<file path="config.mk">
export PLATFORM = sky130hd
export DESIGN_NAME = positional_ordered_list_core
export DESIGN_NICKNAME = d
export VERILOG_FILES = /design/src/rtl/pol_pkg.sv /design/src/rtl/pol_ram.sv /design/src/rtl/pol_seq.sv /design/src/rtl/positional_ordered_list_core.sv
export SDC_FILE = /design/constraint.sdc
export NUM_CORES = 2
export LEC_CHECK = 0
export ABC_AREA = 1
export BUFFER_PORTS_ARGS = -buffer_cell sky130_fd_sc_hd__buf_2
export CORE_MARGIN = 5
export CORE_UTILIZATION = 50
export DETAILED_ROUTE_END_ITERATION = 10
export PLACE_DENSITY = 0.65
export SYNTH_ARGS = -nofsm -noshare
export SYNTH_HDL_FRONTEND = slang
export SYNTH_SLANG_ARGS = --single-unit
</file>
<file path="constraint.sdc">
create_clock -name clk -period 12.2 [get_ports clk]
set_clock_uncertainty 0.05 [all_clocks]
set_input_delay 0.61 -clock clk [delete_from_list [all_inputs] [get_ports clk]]
set_output_delay 0.61 -clock clk [all_outputs]
set_load 0.01 [all_outputs]
</file>
<file path="src/rtl/pol_pkg.sv">
`default_nettype none
// ----------------------------------------------------------------------------
// pol_pkg: shared types and codes of the positional ordered list
// Holds the item payload structs, operation and status codes, the sequencer
// state type and the control structs passed between the sequencer and the
// top level.
// ----------------------------------------------------------------------------
package pol_pkg;

  localparam int unsigned CW = 7;   // width of position and count
  localparam int unsigned VW = 32;  // width of a stored value

  localparam logic [1:0] KIND_INSERT = 2'd0;
  localparam logic [1:0] KIND_REMOVE = 2'd1;
  localparam logic [1:0] KIND_READ   = 2'd2;

  localparam logic [1:0] STAT_DONE   = 2'd0;
  localparam logic [1:0] STAT_RANGE  = 2'd1;
  localparam logic [1:0] STAT_FULL   = 2'd2;

  typedef struct packed {
    logic [1:0]           kind;
    logic [CW-1:0]        position;
    logic signed [VW-1:0] value;
  } pol_in_t;

  typedef struct packed {
    logic [1:0]           status;
    logic signed [VW-1:0] read_value;
    logic [CW-1:0]        count;
    logic                 empty_res;
  } pol_out_t;

  typedef enum logic [2:0] {
    ST_IDLE,
    ST_DECIDE,
    ST_SHIFT,
    ST_DRAIN,
    ST_INSWR,
    ST_RDWAIT,
    ST_FINISH
  } pol_state_t;

  // What the accepted item asks of the sequencer.
  typedef struct packed {
    logic do_move;  // entries have to be moved one place
    logic down;     // moves run toward the tail (insert)
    logic do_ins;   // the new value is written at the position
    logic do_read;  // the entry at the position is read out
  } pol_plan_t;

  // Memory port controls from the sequencer.
  typedef struct packed {
    logic we;
    logic wsel_val;  // write the item value rather than the moved entry
    logic re;
  } pol_mcmd_t;

  // Sequencer status toward the top level.
  typedef struct packed {
    logic idle;
    logic cap;  // read data is valid at the memory output
    logic fin;  // result is ready to be registered
  } pol_stat_t;

endpackage
`default_nettype wire

</file>
<file path="src/rtl/pol_ram.sv">
`default_nettype none
// ----------------------------------------------------------------------------
// pol_ram: generic simple dual-port RAM
// One write port and one read port, registered read data, no reset of the
// contents.
// ----------------------------------------------------------------------------
module pol_ram #(
  parameter int unsigned WIDTH = 32,
  parameter int unsigned DEPTH = 64
) (
  input  wire logic                     clk,
  input  wire logic                     we,
  input  wire logic [$clog2(DEPTH)-1:0] waddr,
  input  wire logic [WIDTH-1:0]         wdata,
  input  wire logic                     re,
  input  wire logic [$clog2(DEPTH)-1:0] raddr,
  output logic      [WIDTH-1:0]         rdata
);

  logic [WIDTH-1:0] mem [DEPTH];
  logic [WIDTH-1:0] rdata_r;

  always_ff @(posedge clk) begin
    if (we) begin
      mem[waddr] <= wdata;
    end
    if (re) begin
      rdata_r <= mem[raddr];
    end
  end

  assign rdata = rdata_r;

endmodule
`default_nettype wire

</file>
<file path="src/rtl/pol_seq.sv">
`default_nettype none
// ----------------------------------------------------------------------------
// pol_seq: move sequencer of the positional ordered list
// Steps one source pointer across the entries that have to move, issuing one
// memory read per cycle and writing the previous read back one place over.
// ----------------------------------------------------------------------------
module pol_seq #(
  parameter int unsigned AW = 6
) (
  input  wire logic              clk,
  input  wire logic              rst_n,
  input  wire logic              start,
  input  wire pol_pkg::pol_plan_t plan,
  input  wire logic [AW-1:0]     first_src,
  input  wire logic [AW-1:0]     last_src,
  input  wire logic [AW-1:0]     ins_addr,
  input  wire logic              res_free,
  output pol_pkg::pol_mcmd_t     cmd,
  output logic      [AW-1:0]     raddr,
  output logic      [AW-1:0]     waddr,
  output pol_pkg::pol_stat_t     stat
);

  import pol_pkg::*;

  pol_state_t    state_r, state_nxt;
  logic [AW-1:0] src_r, src_nxt;
  logic [AW-1:0] waddr_r, waddr_nxt;
  logic          wpend_r, wpend_nxt;

  always_ff @(posedge clk) begin
    if (!rst_n) begin
      state_r <= ST_IDLE;
      wpend_r <= 1'b0;
    end else begin
      state_r <= state_nxt;
      wpend_r <= wpend_nxt;
    end
    src_r   <= src_nxt;
    waddr_r <= waddr_nxt;
  end

  always_comb begin
    state_nxt    = state_r;
    src_nxt      = src_r;
    waddr_nxt    = waddr_r;
    wpend_nxt    = 1'b0;
    cmd          = '0;
    cmd.we       = wpend_r;
    raddr        = src_r;
    waddr        = waddr_r;
    stat         = '0;
    unique case (state_r)
      ST_IDLE: begin
        stat.idle = 1'b1;
        if (start) begin
          state_nxt = ST_DECIDE;
        end
      end
      ST_DECIDE: begin
        priority if (plan.do_read) begin
          cmd.re    = 1'b1;
          raddr     = ins_addr;
          state_nxt = ST_RDWAIT;
        end else if (plan.do_move) begin
          src_nxt   = first_src;
          state_nxt = ST_SHIFT;
        end else if (plan.do_ins) begin
          state_nxt = ST_INSWR;
        end else begin
          state_nxt = ST_FINISH;
        end
      end
      ST_SHIFT: begin
        cmd.re    = 1'b1;
        wpend_nxt = 1'b1;
        waddr_nxt = plan.down ? src_r + AW'(1) : src_r - AW'(1);
        if (src_r == last_src) begin
          state_nxt = ST_DRAIN;
        end else begin
          src_nxt = plan.down ? src_r - AW'(1) : src_r + AW'(1);
        end
      end
      ST_DRAIN: begin
        state_nxt = plan.do_ins ? ST_INSWR : ST_FINISH;
      end
      ST_INSWR: begin
        cmd.we       = 1'b1;
        cmd.wsel_val = 1'b1;
        waddr        = ins_addr;
        state_nxt    = ST_FINISH;
      end
      ST_RDWAIT: begin
        stat.cap  = 1'b1;
        state_nxt = ST_FINISH;
      end
      ST_FINISH: begin
        stat.fin = 1'b1;
        if (res_free) begin
          state_nxt = ST_IDLE;
        end
      end
      default: begin
        state_nxt = ST_IDLE;
      end
    endcase
  end

  a_wpend_in_move: assert property (@(posedge clk) disable iff (!rst_n)
    wpend_r |-> (state_r == ST_SHIFT || state_r == ST_DRAIN))
    else $error("pending move write outside of a move");

  a_start_from_idle: assert property (@(posedge clk) disable iff (!rst_n)
    (state_r == ST_DECIDE) |-> ($past(state_r) == ST_IDLE))
    else $error("decide step not entered from idle");

endmodule
`default_nettype wire

</file>
<file path="src/rtl/positional_ordered_list_core.sv">
`default_nettype none
// ----------------------------------------------------------------------------
// positional_ordered_list_core: ordered list with insert and remove by index
// Keeps up to CAPACITY (at most 127) signed 32-bit entries in a memory and
// answers every insert, remove or read item with one result item.
// ----------------------------------------------------------------------------
// The list lives in a single simple dual-port RAM with a registered read, and
// an insert or remove moves the later entries one place with a small
// sequencer that reads one entry and writes the previously read entry back
// every cycle. One item is worked on at a time and in_ready is high only
// while the sequencer is idle, so the rate is set by the one-entry-per-cycle
// move loop through the RAM port pair. A finished result sits in an output
// register, so a new item is taken while the previous result still waits
// for out_ready. The usable capacity is the smaller of CAPACITY and 127,
// the largest count that the 7-bit count field can report. Status 1 reports
// a position out of range (or an unused kind), status 2 an insert into a
// full list; read_value is zero except for a successful read.
// ----------------------------------------------------------------------------
module positional_ordered_list_core #(
  parameter int unsigned CAPACITY = 64
) (
  input  wire logic             clk,
  input  wire logic             rst_n,
  input  wire logic             in_valid,
  output logic                  in_ready,
  input  wire pol_pkg::pol_in_t in_data,
  output logic                  out_valid,
  input  wire logic             out_ready,
  output pol_pkg::pol_out_t     out_data
);

  import pol_pkg::*;

  // The count field caps the list length at 127 entries.
  localparam int unsigned CMAX  = (1 << CW) - 1;
  localparam int unsigned DEPTH = (CAPACITY < CMAX) ? CAPACITY : CMAX;
  localparam int unsigned AW    = $clog2(DEPTH);

  // Latched item and list state.
  logic [1:0]           kind_r;
  logic [CW-1:0]        pos_r;
  logic signed [VW-1:0] val_r;
  logic [CW-1:0]        count_r, count_nxt;
  logic [VW-1:0]        rdv_r;
  pol_out_t             out_r, out_nxt;
  logic                 out_valid_r, out_valid_nxt;

  // Decision for the latched item.
  pol_plan_t     plan;
  logic [1:0]    status;
  logic [AW-1:0] first_src, last_src, ins_addr;

  // Sequencer and memory connections.
  pol_mcmd_t     cmd;
  pol_stat_t     stat;
  logic [AW-1:0] raddr, waddr;
  logic [VW-1:0] rdata, wdata;
  logic          accept, res_free;

  assign in_ready = stat.idle;
  assign accept   = in_valid && in_ready;
  assign res_free = !out_valid_r || out_ready;

  // The item and the count do not change while the sequencer works, so the
  // plan below stays steady from the decide step to the finish step.
  always_comb begin
    plan      = '0;
    status    = STAT_RANGE;
    count_nxt = count_r;
    first_src = '0;
    last_src  = '0;
    ins_addr  = AW'(pos_r);
    unique case (kind_r)
      KIND_INSERT: begin
        priority if (pos_r > count_r) begin
          status = STAT_RANGE;
        end else if (count_r >= CW'(DEPTH)) begin
          status = STAT_FULL;
        end else begin
          status       = STAT_DONE;
          plan.do_ins  = 1'b1;
          plan.down    = 1'b1;
          plan.do_move = (pos_r != count_r);
          first_src    = AW'(count_r - CW'(1));
          last_src     = AW'(pos_r);
          count_nxt    = count_r + CW'(1);
        end
      end
      KIND_REMOVE: begin
        if (pos_r < count_r) begin
          status       = STAT_DONE;
          plan.do_move = ((pos_r + CW'(1)) != count_r);
          first_src    = AW'(pos_r + CW'(1));
          last_src     = AW'(count_r - CW'(1));
          count_nxt    = count_r - CW'(1);
        end
      end
      KIND_READ: begin
        if (pos_r < count_r) begin
          status       = STAT_DONE;
          plan.do_read = 1'b1;
        end
      end
      default: begin
        status = STAT_RANGE;
      end
    endcase
  end

  pol_seq #(
    .AW (AW)
  ) u_seq (
    .clk       (clk),
    .rst_n     (rst_n),
    .start     (accept),
    .plan      (plan),
    .first_src (first_src),
    .last_src  (last_src),
    .ins_addr  (ins_addr),
    .res_free  (res_free),
    .cmd       (cmd),
    .raddr     (raddr),
    .waddr     (waddr),
    .stat      (stat)
  );

  // A moved entry is written straight from the RAM output register.
  assign wdata = cmd.wsel_val ? VW'(val_r) : rdata;

  pol_ram #(
    .WIDTH (VW),
    .DEPTH (DEPTH)
  ) u_ram (
    .clk   (clk),
    .we    (cmd.we),
    .waddr (waddr),
    .wdata (wdata),
    .re    (cmd.re),
    .raddr (raddr),
    .rdata (rdata)
  );

  // The result register is loaded at the finish step once it is free.
  always_comb begin
    out_nxt            = out_r;
    out_valid_nxt      = out_valid_r;
    if (out_ready) begin
      out_valid_nxt = 1'b0;
    end
    if (stat.fin && res_free) begin
      out_valid_nxt      = 1'b1;
      out_nxt.status     = status;
      out_nxt.read_value = plan.do_read ? $signed(rdv_r) : '0;
      out_nxt.count      = count_nxt;
      out_nxt.empty_res  = (count_nxt == '0);
    end
  end

  always_ff @(posedge clk) begin
    if (!rst_n) begin
      count_r     <= '0;
      out_valid_r <= 1'b0;
    end else begin
      out_valid_r <= out_valid_nxt;
      if (stat.fin && res_free) begin
        count_r <= count_nxt;
      end
    end
    if (accept) begin
      kind_r <= in_data.kind;
      pos_r  <= in_data.position;
      val_r  <= in_data.value;
    end
    if (stat.cap) begin
      rdv_r <= rdata;
    end
    out_r <= out_nxt;
  end

  assign out_valid = out_valid_r;
  assign out_data  = out_r;

  a_count_bound: assert property (@(posedge clk) disable iff (!rst_n)
    count_r <= CW'(DEPTH))
    else $error("entry count beyond list capacity");

  a_out_count: assert property (@(posedge clk) disable iff (!rst_n)
    out_valid_r |-> (out_r.count == count_r))
    else $error("waiting result disagrees with the list count");

  a_out_empty: assert property (@(posedge clk) disable iff (!rst_n)
    out_valid_r |-> (out_r.empty_res == (out_r.count == '0)))
    else $error("empty flag disagrees with the result count");

  a_refused_zero: assert property (@(posedge clk) disable iff (!rst_n)
    (out_valid_r && out_r.status != STAT_DONE) |-> (out_r.read_value == '0))
    else $error("refused item carries a read value");

endmodule
`default_nettype wire
</file>
==> results.md <==
* Outcome: complete, but fails checks
* Violated checks: max-slew violations
* Post-synth top area share at 0.685
* Yosys Warn Count at 0
* Wirelength per Cell at approximately 24 um
* DRT iter0 DRCs at between 8000 and 9000
* Worst Max-Slew Pin Slew at between 1.5 and 2 ns
* CTS tree: built
* Initial antenna violation count at 25
* Final Hold Vio Count at 0
* Synth Cell Area at between 90000 and 100000 sq um
* Cell variety after synth at 42
* Hold Path End: val_r[21]
* Worst flop-to-flop path startpoint: count_r[2]
* Leakage at about 0.044 uW
* Global route overflow at 0
* Max cap viols at 0
* Power share of the sequential group at 0.384
* DP Area at 100000 sq um
* Die Wd at roughly 450 um
* Top_reg_cell synth: edfxtp_1
* Final min period at 6.23 ns
* Hold Path Depth at 2
* First-pass GRT wire length at 419000 um
* GRT Util Overall at 0.279
* Unrepaired setup endpoints after global routing: false
* Maximum VDD drop at between 0.2 and 0.3 mV
* HP Start: in_data[21]
* Clock Path Buffers at 3
* Die footprint at 202000 sq um
* Post-CTS Resized at 0
* Required time worst endpoint at 12.80 ns
* Area of the multi-input gates at 21700 sq um
* Top cells by count, synth: edfxtp_1, nand2_1, nand3_1
* Critical Path Fanout Max at 227
* # setup viols final at 0
* Worst Setup End Kind: flop
* Clk_lat worst skew at 0.90 ns
* Fin. max-slew vios at 89
* Layout area overhead at 11.1%
* Nets at 9228
* Core Region at 193000 sq um
* Fmax at 160 MHz
* Slew headroom at -0.0257
* Antenna Nets Post-Route at 0
* Seq/Total Area, Yosys at 0.688
* Design Power at 26900 uW
* Layout cells sized above 1 at 0.0705
* Switch Pwr at between 10000 and 15000 uW
* Finished Core Util at 0.558
* Synthesized instance count at 9131
* Setup slack, reg-to-reg at 5.97 ns
* Via count at 66300
* Critical path data arrival time at 6.83 ns
* Total iterations of the first detailed-routing run at 6
* Worst min-delay path category: input pin to flop
* Synthesized net count at 9194
* Cell Rows at 161
* Worst-path clk slew at approximately 0.06 ns
* Design Area, Final at 107000 sq um
* Fill cells at 15900
* Initial core utilization at 0.502
* I/O pin count at 89
* Vias in the first global route at around 63000
* Clock Root Buffer: clkbuf_16
* Top post-synthesis cells by area: edfxtp_1, nand3_1, nand2_1
* Clock sinks at 2219
* Worst Reg2Reg Path Length in Cells at 17
* Synth Register Bits at 2219
* Async set-reset flop share out of synthesis at 0
* Reg-to-reg endpoint: u_ram.rdata[1]
* Global placement routability congestion at 0.885
* H-tree levels at 4
* Pre-CTS setup slack at 6.03 ns
* Clock Power Share at 0.243
* CP Class: flop to flop
* EDFF count, synth at about 2200
* Routed vias/inst at 5.59
* Syn_area_per_cell at ~11 sq um
* Final worst path period share at 0.511
* Sw Share at 0.410
* Dominant cell type by area after synthesis: edfxtp_1
* Total CTS buffers at around 220
* Drc violations at 0
* P_int at 15900 uW
* Combinational power share at 0.373
* Dpl hpwl at around 150000 um
* Die height at about 450 um
* Post-Route WL at slightly below 300000 um
* Largest net degree at the start of global routing at 228
* Count leader, synth: edfxtp_1
* Setup ws final at 5.97 ns
* Register area at 66500 sq um
* Final TNS setup at 0 ns
* Buffers on Ports at 88
* Worst Setup Start Kind: flop
* Pwr dens at approximately 250 nW/um^2
-- registers in the layout, summed over array words and instances, names as in the netlist, 2 cells and up --
| name | count |
|---|---|
| u_ram.rdata | 32 |
| u_seq.src_r | 6 |
| u_seq.state_r | 3 |
| count_r | 7 |
| u_ram.mem | 2048 |
| out_data | 42 |
| u_seq.waddr_r | 6 |
| val_r | 32 |
| pos_r | 7 |
| kind_r | 2 |
| rdv_r | 32 |
-- layer usage --
layer | wire length [um] | global-route usage | vias up
met5 | 120 | 0 | -
met4 | 13900 | 0.121 | 20
met3 | 31700 | 0.0700 | 683
met2 | 132000 | 0.443 | 3449
met1 | 111000 | 0.368 | 32200
li1 | - | - | 30000
-- worst max path at each step --
stage,slack (ns),depth (start not counted),startpoint,end
2_1_floorplan,6.98,7,u_seq.state_r[1],u_ram.mem[48][0]
3_3_place_gp,6.05,17,count_r[2],u_ram.rdata[1]
3_5_place_dp,6.03,17,count_r[2],u_ram.rdata[1]
4_1_cts,6.04,17,count_r[2],u_ram.rdata[1]
5_1_grt,5.59,17,count_r[3],u_ram.rdata[1]
6_report,5.97,17,count_r[2],u_ram.rdata[1]
-- worst max-delay path, cell delays in order (launching register included) --
cell and delay (ns):
dfxtp_1 0.42, clkinv_1 0.24, ha_1 0.39, nand3_1 0.08
nand2_1 0.06, nand2_1 0.10, nand4_4 0.19, nand2_8 0.50
nand2_8 0.80, buf_12 0.74, buf_4 0.70, nand2_1 0.12
nand3_1 0.10, nand3_1 0.09, nand3_1 0.12, nand3_1 0.48
nand3_1 0.44, nand2_1 0.08
-- through the flow --
stage / std cells / hold WS (ns)
after floorplan: 9131 / 0.370
after global placement: 11400 / 0.481
after detailed placement: 11400 / 0.440
after CTS: 11900 / 0.347
after global routing: 11900 / 0.388
final: 11900 / 0.391
-- cell type report --
cell class	instances	share of cell area
Clock buffer	274	0.0539
Tap cell	2526	0.0294
Multi-Input combinational cell	4564	0.202
Inverter	1870	0.0654
Clock inverter	130	0.0104
Sequential cell	2219	0.619
Timing Repair Buffer	286	0.0199
Antenna cell	5	0.000116
-- power groups by stage --
| stage | combinational [uW] | sequential, uW | clock (uW) |
|---|---|---|---|
| finish | 10000 | 10300 | 6540 |
| floorplan | 5880 | 10300 | 0 |
| CTS | 9900 | 10300 | 6600 |
| detailed placement | 9860 | 10500 | 0 |
| global route | 10800 | 10300 | 6930 |
| global placement | 9760 | 10500 | 0 |
-- repair_timing --
item	CTS	global route
endpoints found under the hold margin	45	0
hold buffers	44	0
endpoints found under the setup margin	0	0
setup buffers	0	0
-- cell usage in the layout, fill, tap and decap left out, types with 4 or more instances in the layout --
cell           Yosys  final
nor3_1             8      8
xnor2_1            4      4
nand4_1           10     10
clkinv_2           0     32
clkinvlp_4         0      6
xor2_1            14     14
nand2_1         2083   2079
nor4_2             0      8
mux2_2            32     29
dfxtp_1           12     12
inv_16             0      4
buf_2            283     88
nand3_1         2011   2010
o21ai_4            0      5
inv_1           1864   1862
bufinv_16          0     10
nand2_2            4      4
clkinv_1           3     68
buf_4              5    146
ha_1              18     18
or2_2              4      4
buf_12             0      8
clkbuf_16          0    224
nand3b_1         161    161
nor2_1           121     62
clkbuf_1         140     50
o21ai_1            4      4
a21oi_1           23     23
clkinv_16          0      8
nor2_4             0     59
o21ai_0           30     27
diode_2            0      5
dlygate4sd3_1      0     44
edfxtp_1        2207   2207
-- cells by family after synthesis --
family          Yosys count  synth area share
simple gates           4416             0.205
buf+inv                2348            0.0950
flops                  2219             0.688
compound gates           77           0.00457
mux                      34           0.00393
xor+xnor                 19           0.00186
fa+ha+maj                18           0.00233
(Power assumes the default switching activity.)
